`config.mk`:
```
export PLATFORM = sky130hd
export DESIGN_NAME = integer_stack_machine
export DESIGN_NICKNAME = d
export VERILOG_FILES = /design/src/rtl/core/ism_pkg.sv /design/src/rtl/core/integer_stack_machine.sv /design/src/rtl/core/ism_alu.sv /design/src/rtl/core/ism_divider.sv
export SDC_FILE = /design/constraint.sdc
export NUM_CORES = 2
export LEC_CHECK = 0
export BUFFER_PORTS_ARGS = -buffer_cell sky130_fd_sc_hd__buf_4
export CAP_MARGIN = 10
export CORE_MARGIN = 8
export CORE_UTILIZATION = 49
export CTS_CLUSTER_SIZE = 12
export DETAILED_ROUTE_END_ITERATION = 6
export GPL_TIMING_DRIVEN = 1
export SETUP_SLACK_MARGIN = 0.3
export SLEW_MARGIN = 20
export SYNTH_ARGS = -nofsm -noshare
export SYNTH_HDL_FRONTEND = slang
export SYNTH_SLANG_ARGS = --single-unit
```
`constraint.sdc`:
```
create_clock -name clk -period 14.5 [get_ports clk]
set_input_delay 0.725 -clock clk [delete_from_list [all_inputs] [get_ports clk]]
set_output_delay 0.725 -clock clk [all_outputs]
set_load 0.02 [all_outputs]
```
`src/rtl/core/ism_pkg.sv`:
```
// Shared types, sizes and opcodes for the integer stack machine.
// Depends on nothing; every other file refers to it by scoped names.
package ism_pkg;

	localparam int WORD_W      = 32;
	localparam int OP_W        = 4;
	localparam int DEPTH_W     = 7;
	localparam int STACK_DEPTH = 64;
	localparam int SP_W        = $clog2(STACK_DEPTH + 1);
	localparam int ADDR_W      = (STACK_DEPTH > 1) ? $clog2(STACK_DEPTH) : 1;
	localparam int DIV_CNT_W   = $clog2(WORD_W);

	typedef logic [WORD_W-1:0]    word_t;
	typedef logic [SP_W-1:0]      sp_t;
	typedef logic [ADDR_W-1:0]    addr_t;
	typedef logic [DEPTH_W-1:0]   depth_t;
	typedef logic [DIV_CNT_W-1:0] div_cnt_t;

	typedef enum logic [OP_W-1:0] {
		OP_CONST = 4'd0,
		OP_ADD   = 4'd1,
		OP_SUB   = 4'd2,
		OP_MUL   = 4'd3,
		OP_DIV   = 4'd4,
		OP_MAX   = 4'd5,
		OP_MIN   = 4'd6,
		OP_NEG   = 4'd7,
		OP_DUP   = 4'd8,
		OP_SWAP  = 4'd9
	} opcode_t;

	typedef struct packed {
		logic [OP_W-1:0]          operation;
		logic signed [WORD_W-1:0] operand_value;
	} cmd_t;

	typedef struct packed {
		logic signed [WORD_W-1:0] top_value;
		logic [DEPTH_W-1:0]       stack_depth;
		logic                     underflow;
		logic                     overflow;
		logic                     divide_by_zero;
	} rsp_t;

	typedef struct packed {
		logic  start;
		word_t dividend;
		word_t divisor;
	} div_req_t;

	typedef struct packed {
		logic  done;
		word_t quotient;
	} div_rsp_t;

endpackage

```
`src/rtl/core/integer_stack_machine.sv`:
```
// Top level of the integer stack machine: sequencer, stack memory, top cache.
// Depends on ism_pkg, ism_alu and ism_divider.
//
//  channel | dir | handshake             | payload
//  cmd     | in  | cmd_valid / cmd_ready | ism_pkg::cmd_t (operation, operand_value)
//  rsp     | out | rsp_valid / rsp_ready | ism_pkg::rsp_t (top, depth, three flags)
//
// One instruction at a time: fetch, execute, one push state per pushed word, then finish;
// DIV with a nonzero divisor waits in its own state on the bit-serial divider.
// Unused opcodes go from execute straight to finish with no change to the stack.
// Reset clears the stack pointer and the sequencer; stack words stay as they are.
// A finished result waits in the output register while the next beat is taken;
// the sequencer holds in its finish state only while that register is still full.
module integer_stack_machine (
	input  logic          clk,
	input  logic          arst_n,
	input  logic          cmd_valid,
	output logic          cmd_ready,
	input  ism_pkg::cmd_t cmd,
	output logic          rsp_valid,
	input  logic          rsp_ready,
	output ism_pkg::rsp_t rsp
);

	typedef enum logic [6:0] {
		ST_IDLE  = 7'b0000001,
		ST_FETCH = 7'b0000010,
		ST_EXEC  = 7'b0000100,
		ST_DIV   = 7'b0001000,
		ST_PUSH1 = 7'b0010000,
		ST_PUSH2 = 7'b0100000,
		ST_DONE  = 7'b1000000
	} state_t;

	state_t           state_q;
	ism_pkg::sp_t     sp_q;
	ism_pkg::word_t   top_q;
	ism_pkg::opcode_t op_q;
	ism_pkg::word_t   operand_q;
	ism_pkg::word_t   v1_q;
	ism_pkg::word_t   v2_q;
	logic             two_q;
	logic             under_q;
	logic             over_q;
	logic             dz_q;
	logic             rsp_valid_q;
	ism_pkg::rsp_t    rsp_q;

	ism_pkg::word_t stack_mem [ism_pkg::STACK_DEPTH];
	ism_pkg::word_t rd_data_q;
	logic           rd_en;
	ism_pkg::addr_t rd_addr;
	logic           wr_en;
	ism_pkg::word_t wr_data;

	logic              has_a;
	logic              has_b;
	logic              pop_one;
	logic              pop_two;
	ism_pkg::word_t    a;
	ism_pkg::word_t    b;
	logic              under;
	ism_pkg::sp_t      sp_pop;
	ism_pkg::word_t    alu_r;
	logic              room;
	ism_pkg::div_req_t div_req;
	ism_pkg::div_rsp_t div_rsp;

	assign cmd_ready = (state_q == ST_IDLE);
	assign rsp_valid = rsp_valid_q;
	assign rsp       = rsp_q;

	// operands: cached top and the second entry read from the stack
	assign has_a   = (sp_q != '0);
	assign has_b   = (sp_q >= ism_pkg::sp_t'(2));
	assign pop_two = op_q inside {ism_pkg::OP_ADD, ism_pkg::OP_SUB, ism_pkg::OP_MUL,
		ism_pkg::OP_DIV, ism_pkg::OP_MAX, ism_pkg::OP_MIN, ism_pkg::OP_SWAP};
	assign pop_one = op_q inside {ism_pkg::OP_NEG, ism_pkg::OP_DUP};
	assign a       = has_a ? top_q : '1;
	assign b       = has_b ? rd_data_q : '1;
	assign under   = ((pop_one || pop_two) && !has_a) || (pop_two && !has_b);

	// depth after the pops, floored at empty
	always_comb begin
		sp_pop = sp_q;
		if (pop_two) begin
			sp_pop = has_b ? sp_q - ism_pkg::sp_t'(2) : '0;
		end else if (pop_one) begin
			sp_pop = has_a ? sp_q - ism_pkg::sp_t'(1) : '0;
		end
	end

	ism_alu u_alu (
		.op (op_q),
		.a  (a),
		.b  (b),
		.r  (alu_r)
	);

	assign div_req.start    = (state_q == ST_EXEC) && (op_q == ism_pkg::OP_DIV) && (b != '0);
	assign div_req.dividend = a;
	assign div_req.divisor  = b;

	ism_divider u_divider (
		.clk    (clk),
		.arst_n (arst_n),
		.req    (div_req),
		.rsp    (div_rsp)
	);

	// stack memory: one write port for pushes, one registered read of the second entry
	assign room    = (sp_q < ism_pkg::sp_t'(ism_pkg::STACK_DEPTH));
	assign rd_en   = (state_q == ST_FETCH) && has_b;
	assign rd_addr = ism_pkg::addr_t'(sp_q - ism_pkg::sp_t'(2));
	assign wr_en   = ((state_q == ST_PUSH1) || (state_q == ST_PUSH2)) && room;
	assign wr_data = (state_q == ST_PUSH2) ? v2_q : v1_q;

	always_ff @(posedge clk) begin
		if (wr_en) begin
			stack_mem[ism_pkg::addr_t'(sp_q)] <= wr_data;
		end
		if (rd_en) begin
			rd_data_q <= stack_mem[rd_addr];
		end
	end

	// sequencer and stack pointer
	always_ff @(posedge clk or negedge arst_n) begin
		if (!arst_n) begin
			state_q     <= ST_IDLE;
			sp_q        <= '0;
			rsp_valid_q <= 1'b0;
		end else begin
			// raise the result beat from the finish state, drop it once taken
			if (state_q == ST_DONE && (!rsp_valid_q || rsp_ready)) begin
				rsp_valid_q <= 1'b1;
			end else if (rsp_valid_q && rsp_ready) begin
				rsp_valid_q <= 1'b0;
			end
			case (state_q)
				ST_IDLE: begin
					if (cmd_valid) begin
						state_q <= ST_FETCH;
					end
				end
				ST_FETCH: begin
					state_q <= ST_EXEC;
				end
				ST_EXEC: begin
					sp_q <= sp_pop;
					case (op_q)
						ism_pkg::OP_CONST, ism_pkg::OP_ADD, ism_pkg::OP_SUB,
						ism_pkg::OP_MUL, ism_pkg::OP_MAX, ism_pkg::OP_MIN,
						ism_pkg::OP_NEG, ism_pkg::OP_DUP, ism_pkg::OP_SWAP:
							state_q <= ST_PUSH1;
						ism_pkg::OP_DIV:
							state_q <= div_req.start ? ST_DIV : ST_PUSH1;
						default:
							state_q <= ST_DONE;
					endcase
				end
				ST_DIV: begin
					if (div_rsp.done) begin
						state_q <= ST_PUSH1;
					end
				end
				ST_PUSH1: begin
					if (room) begin
						sp_q <= sp_q + ism_pkg::sp_t'(1);
					end
					state_q <= two_q ? ST_PUSH2 : ST_DONE;
				end
				ST_PUSH2: begin
					if (room) begin
						sp_q <= sp_q + ism_pkg::sp_t'(1);
					end
					state_q <= ST_DONE;
				end
				ST_DONE: begin
					if (!rsp_valid_q || rsp_ready) begin
						state_q <= ST_IDLE;
					end
				end
				default: begin
					state_q <= ST_IDLE;
				end
			endcase
		end
	end

	// instruction, push values, flags and the cached top
	always_ff @(posedge clk) begin
		if (state_q == ST_IDLE && cmd_valid) begin
			op_q      <= ism_pkg::opcode_t'(cmd.operation);
			operand_q <= cmd.operand_value;
			under_q   <= 1'b0;
			over_q    <= 1'b0;
			dz_q      <= 1'b0;
			two_q     <= 1'b0;
		end
		if (state_q == ST_EXEC) begin
			under_q <= under;
			case (op_q)
				ism_pkg::OP_CONST: v1_q <= operand_q;
				ism_pkg::OP_DUP: begin
					v1_q  <= a;
					v2_q  <= a;
					two_q <= 1'b1;
				end
				ism_pkg::OP_SWAP: begin
					v1_q  <= a;
					v2_q  <= b;
					two_q <= 1'b1;
				end
				ism_pkg::OP_DIV: begin
					v1_q <= '0;
					dz_q <= (b == '0);
				end
				default: v1_q <= alu_r;
			endcase
		end
		if (state_q == ST_DIV && div_rsp.done) begin
			v1_q <= div_rsp.quotient;
		end
		if (state_q == ST_PUSH1 || state_q == ST_PUSH2) begin
			if (room) begin
				top_q <= wr_data;
			end else begin
				over_q <= 1'b1;
			end
		end
		if (state_q == ST_DONE && (!rsp_valid_q || rsp_ready)) begin
			rsp_q.top_value      <= has_a ? top_q : '1;
			rsp_q.stack_depth    <= ism_pkg::depth_t'(sp_q);
			rsp_q.underflow      <= under_q;
			rsp_q.overflow       <= over_q;
			rsp_q.divide_by_zero <= dz_q;
		end
	end

	// the stack never grows past its capacity
	a_sp_bound: assert property (@(posedge clk) disable iff (!arst_n)
		sp_q <= ism_pkg::sp_t'(ism_pkg::STACK_DEPTH))
		else $error("stack pointer beyond capacity");

	// the pointer moves only while popping or pushing
	a_sp_moves: assert property (@(posedge clk) disable iff (!arst_n)
		(state_q != ST_EXEC && state_q != ST_PUSH1 && state_q != ST_PUSH2) |=> $stable(sp_q))
		else $error("stack pointer moved outside execute or push");

	// the divider reports only while the sequencer waits for it
	a_div_done: assert property (@(posedge clk) disable iff (!arst_n)
		div_rsp.done |-> (state_q == ST_DIV))
		else $error("divider finished outside the divide wait");

	// an accepted beat always starts with the operand fetch
	a_accept: assert property (@(posedge clk) disable iff (!arst_n)
		(cmd_valid && cmd_ready) |=> (state_q == ST_FETCH))
		else $error("accepted beat did not start a fetch");

endmodule

```
`src/rtl/core/ism_alu.sv`:
```
// Combinational arithmetic unit: add, sub, low product, signed max/min, negate.
// Depends on ism_pkg for the word type and opcodes.
module ism_alu (
	input  ism_pkg::opcode_t op,
	input  ism_pkg::word_t   a,
	input  ism_pkg::word_t   b,
	output ism_pkg::word_t   r
);

	logic a_gt_b;
	logic a_lt_b;

	// signed compare of the two operands
	assign a_gt_b = $signed(a) > $signed(b);
	assign a_lt_b = $signed(a) < $signed(b);

	// select the operation, wrapping modulo the word size
	always_comb begin
		case (op)
			ism_pkg::OP_ADD: r = a + b;
			ism_pkg::OP_SUB: r = a - b;
			ism_pkg::OP_MUL: r = a * b;
			ism_pkg::OP_MAX: r = a_gt_b ? a : b;
			ism_pkg::OP_MIN: r = a_lt_b ? a : b;
			ism_pkg::OP_NEG: r = '0 - a;
			default:         r = a;
		endcase
	end

endmodule

```
`src/rtl/core/ism_divider.sv`:
```
// Iterative signed divider, one quotient bit per cycle, truncating toward zero.
// Depends on ism_pkg for the word type and request/response structs.
module ism_divider (
	input  logic              clk,
	input  logic              arst_n,
	input  ism_pkg::div_req_t req,
	output ism_pkg::div_rsp_t rsp
);

	logic              busy_q;
	logic              done_q;
	ism_pkg::div_cnt_t cnt_q;
	logic              neg_q;
	ism_pkg::word_t    quo_q;
	ism_pkg::word_t    rem_q;
	ism_pkg::word_t    dvs_q;

	logic [ism_pkg::WORD_W:0]   shifted;
	logic [ism_pkg::WORD_W+1:0] diff;
	logic                       ge;
	ism_pkg::word_t             abs_a;
	ism_pkg::word_t             abs_b;

	// take magnitudes at start
	assign abs_a = req.dividend[ism_pkg::WORD_W-1] ? '0 - req.dividend : req.dividend;
	assign abs_b = req.divisor[ism_pkg::WORD_W-1] ? '0 - req.divisor : req.divisor;

	// one restoring step: shift in the next dividend bit and trial subtract
	assign shifted = {rem_q, quo_q[ism_pkg::WORD_W-1]};
	assign diff    = {1'b0, shifted} - {2'b00, dvs_q};
	assign ge      = ~diff[ism_pkg::WORD_W+1];

	// sequence the steps
	always_ff @(posedge clk or negedge arst_n) begin
		if (!arst_n) begin
			busy_q <= 1'b0;
			done_q <= 1'b0;
			cnt_q  <= '0;
		end else begin
			done_q <= 1'b0;
			if (req.start) begin
				busy_q <= 1'b1;
				cnt_q  <= '0;
			end else if (busy_q) begin
				cnt_q <= cnt_q + 1'b1;
				if (cnt_q == ism_pkg::div_cnt_t'(ism_pkg::WORD_W - 1)) begin
					busy_q <= 1'b0;
					done_q <= 1'b1;
				end
			end
		end
	end

	// hold and advance the partial remainder and quotient
	always_ff @(posedge clk) begin
		if (req.start) begin
			neg_q <= req.dividend[ism_pkg::WORD_W-1] ^ req.divisor[ism_pkg::WORD_W-1];
			quo_q <= abs_a;
			dvs_q <= abs_b;
			rem_q <= '0;
		end else if (busy_q) begin
			rem_q <= ge ? diff[ism_pkg::WORD_W-1:0] : shifted[ism_pkg::WORD_W-1:0];
			quo_q <= {quo_q[ism_pkg::WORD_W-2:0], ge};
		end
	end

	// restore the sign of the quotient
	assign rsp.done     = done_q;
	assign rsp.quotient = neg_q ? '0 - quo_q : quo_q;

endmodule
```
==> flow_metrics.py <==
metrics = {
    "setup_path": {
        "arrival_ns": 11.70,
        "critPathKind": "register to register",
        "reg2reg_to": "v1_q[24]$_DFFE_PP_",
        "r2r_setup_slack_ns": 3.38,
        "cp-end-kind": "register",
        "max_stage_delay_ns": 0.85,
        "required_ns": 15.08,
        "slowest_stage": "dfrtp_4",
        "critPathLaunchType": "register",
        "setup.worst_path.start": "sp_q[1]$_DFFE_PN0P_",
        "reg2reg_depth": 33,
        "rr_startpoint": "sp_q[1]$_DFFE_PN0P_",
        "crit_path_max_fanout": 41,
    },
    "yosys": {
        "syn_area_um2": 115000,
        "synth_seq_area_share": 0.619,
        "netlist_instances": 7062,
        "synth-edff-count": 2320,
        "synth_async_sr_flop_share": 0.00926,
        "yosysMostFrequentCell": "edfxtp_1",
        "yosys_warnings": 0,
        "synth_top_area_share": 0.608,
        "syn_avg_cell_area_um2": 16.2,
        "synth_top_area_cell": "edfxtp_1",
        "synth_ff_type": "edfxtp_1",
        "synth_common_cells": "edfxtp_1 (2320), mux4_2 (665), nor2_1 (620)",
        "ys_types": 91,
        "syn-num-nets": 7744,
        "synthTopCellsByArea": "edfxtp_1 (61%), mux4_2 (13%), fa_1 (7.2%)",
        "ys_ff_latch": 2377,
    },
    "job": {
        "maxCapViolCount": 0,
    },
    "run_status": {
        "violations": "design-rule violations",
        "status": "complete, but fails checks",
    },
    "layout": {
        "finalNonFillerCells": 10500,
        "final_core_util": 0.549,
        "area_growth_pct": 11.5,
        "drive_above_1_share": 0.198,
        "fin_nets": 7981,
    },
    "cts": {
        "clock_sinks": 2377,
        "cts_made_buffers": 241,
        "clk_latency_ns": 0.91,
        "cts_tree": "done",
        "cts_buffer_depth": 3,
        "h-tree-depth": 4,
        "cts_hold_buf": 32,
        "path_clk_slew_ns": 0.06,
        "postCtsSetupBuffers": 0,
        "cts_root_buf": "clkbuf_16",
        "cts_resized": 0,
    },
    "floorplan": {
        "die_y_um": 499,
        "chipWidth_um": 499,
        "initial_core_util": 0.492,
        "std_cell_rows": 177,
        "die_area_um2": 249000,
        "pin_count": 84,
        "core_area_um2": 233000,
    },
    "route": {
        "via_per_inst": 6.48,
        "vias": 68100,
        "drtIter0Drc": 8913,
        "drc": 4,
        "routedWlPerCell_um": 35.5,
        "drt_wl_total_um": 373000,
        "firstDrtPassIters": 7,
        "ant_nets": 0,
    },
    "timing": {
        "fin_setup_tns_ns": 0,
        "drv_slew": 0,
        "post-route-period-util": 0.767,
        "final-hold-violation-count": 0,
        "max_freq_mhz": 89.9,
        "rsz0062_at_grt": "false",
        "min_period_ns": 11.12,
        "clock_skew_ns": 0.0732,
        "tightest_slew_ns": 1.18,
        "relSlewSlack": 0.215,
        "setup_viol": 0,
    },
    "global_routing": {
        "grt_pass1_vias": 68000,
        "grt_pass1_wl_um": 523000,
        "antenna_found_initial": 20,
        "grt_max_degree": 124,
        "grt_use_total": 0.294,
        "grt_remaining_overflow": 0,
    },
    "place": {
        "post-place-cells": 10100,
        "place_hpwl_um": 234000,
        "io_buffers": 83,
        "gp_congestion": 1.05,
    },
    "worst_hold_path": {
        "hold_end": "operand_q[4]$_DFFE_PP_",
        "min_path_cells": 1,
        "min_from": "cmd[4]",
        "hold_path_class": "primary input to register",
    },
}
==> cell usage in the layout, fill, tap and decap left out, types with 48 or more instances in the layout <==
cell,n
a21o_1,53
clkbuf_16,241
a211oi_1,48
inv_1,491
o21ai_0,95
nor3_1,56
nor2_4,61
xor2_1,58
o21ai_1,69
a21oi_1,270
nand3_1,48
mux4_2,665
edfxtp_1,2320
nor2_1,552
xnor2_1,143
clkinv_1,57
buf_4,325
fa_1,411
nand2_1,361
clkbuf_1,71
ha_1,230
==> worst max-delay path by stage <==
stage          slack [ns]                 end
2_1_floorplan        4.47  v1_q[24]$_DFFE_PP_
3_3_place_gp         3.73  v1_q[30]$_DFFE_PP_
3_5_place_dp         3.55  v1_q[24]$_DFFE_PP_
4_1_cts              3.53  v1_q[24]$_DFFE_PP_
5_1_grt              3.00  v1_q[24]$_DFFE_PP_
6_report             3.38  v1_q[24]$_DFFE_PP_
==> critical path, delay by kind of cell, from the launching register on <==
kind                       cells  cell delay, ns
adders and majority gates     10            4.04
AOI/OAI and AO/OA              8            2.75
and+or+nand+nor                5            1.53
buffers and inverters          9            1.46
DFF                            1            0.85
xor gates and xnor gates       1            0.09
==> area by class of cell <==
class	count	area, um^2
tap	3043	3810
antenna	9	22.5
multi-input combinational	3785	40900
inverter	532	2000
fill	18400	105000
clock buffer	312	6300
clock inverter	90	855
timing repair buffer	362	2860
sequential	2377	70900
==> flip-flops by register name (all words and copies together), names as in the netlist, 32 cells and up <==
| signal | count |
|---|---|
| stack_mem | 2048 |
| rsp | 42 |
| operand_q | 32 |
| rd_data_q | 32 |
| top_q | 32 |
| u_divider.dvs_q | 32 |
| u_divider.quo_q | 32 |
| u_divider.rem_q | 32 |
| v1_q | 32 |
| v2_q | 32 |
==> per-stage QoR <==
step | hold slack, ns | setup WS (ns) | cell area [um^2]
2_1_floorplan | 0.400 | 4.47 | 115000
6_report | 0.0662 | 3.38 | 128000
5_1_grt | 0.0166 | 3.00 | 128000
3_3_place_gp | 0.417 | 3.73 | 120000
3_5_place_dp | 0.431 | 3.55 | 120000
4_1_cts | 0.00160 | 3.53 | 128000
==> cells by family (layout without fill, tap and decap cells) <==
logic type / after synthesis / after routing / share of synthesized area
flops: 2377 / 2377 / 0.619
simple gates: 1317 / 1317 / 0.0504
fa+ha+maj: 642 / 642 / 0.0971
buf+inv: 900 / 1296 / 0.0296
compound gates: 891 / 891 / 0.0508
mux: 729 / 729 / 0.137
other cells: 0 / 9 / 0
xor+xnor: 206 / 206 / 0.0160
==> routing by layer <==
| metal | up-vias | GRT usage | routed length, um |
|---|---|---|---|
| met1 | 36000 | 0.400 | 147000 |
| li1 | 27400 | - | - |
| met2 | 3733 | 0.456 | 171000 |
| met4 | 4 | 0.134 | 20600 |
| met5 | - | 0 | 20 |
| met3 | 904 | 0.0686 | 34100 |
Power is not shown: default switching activity piles up to over one toggle a cycle in this logic, so the estimate is an artifact.
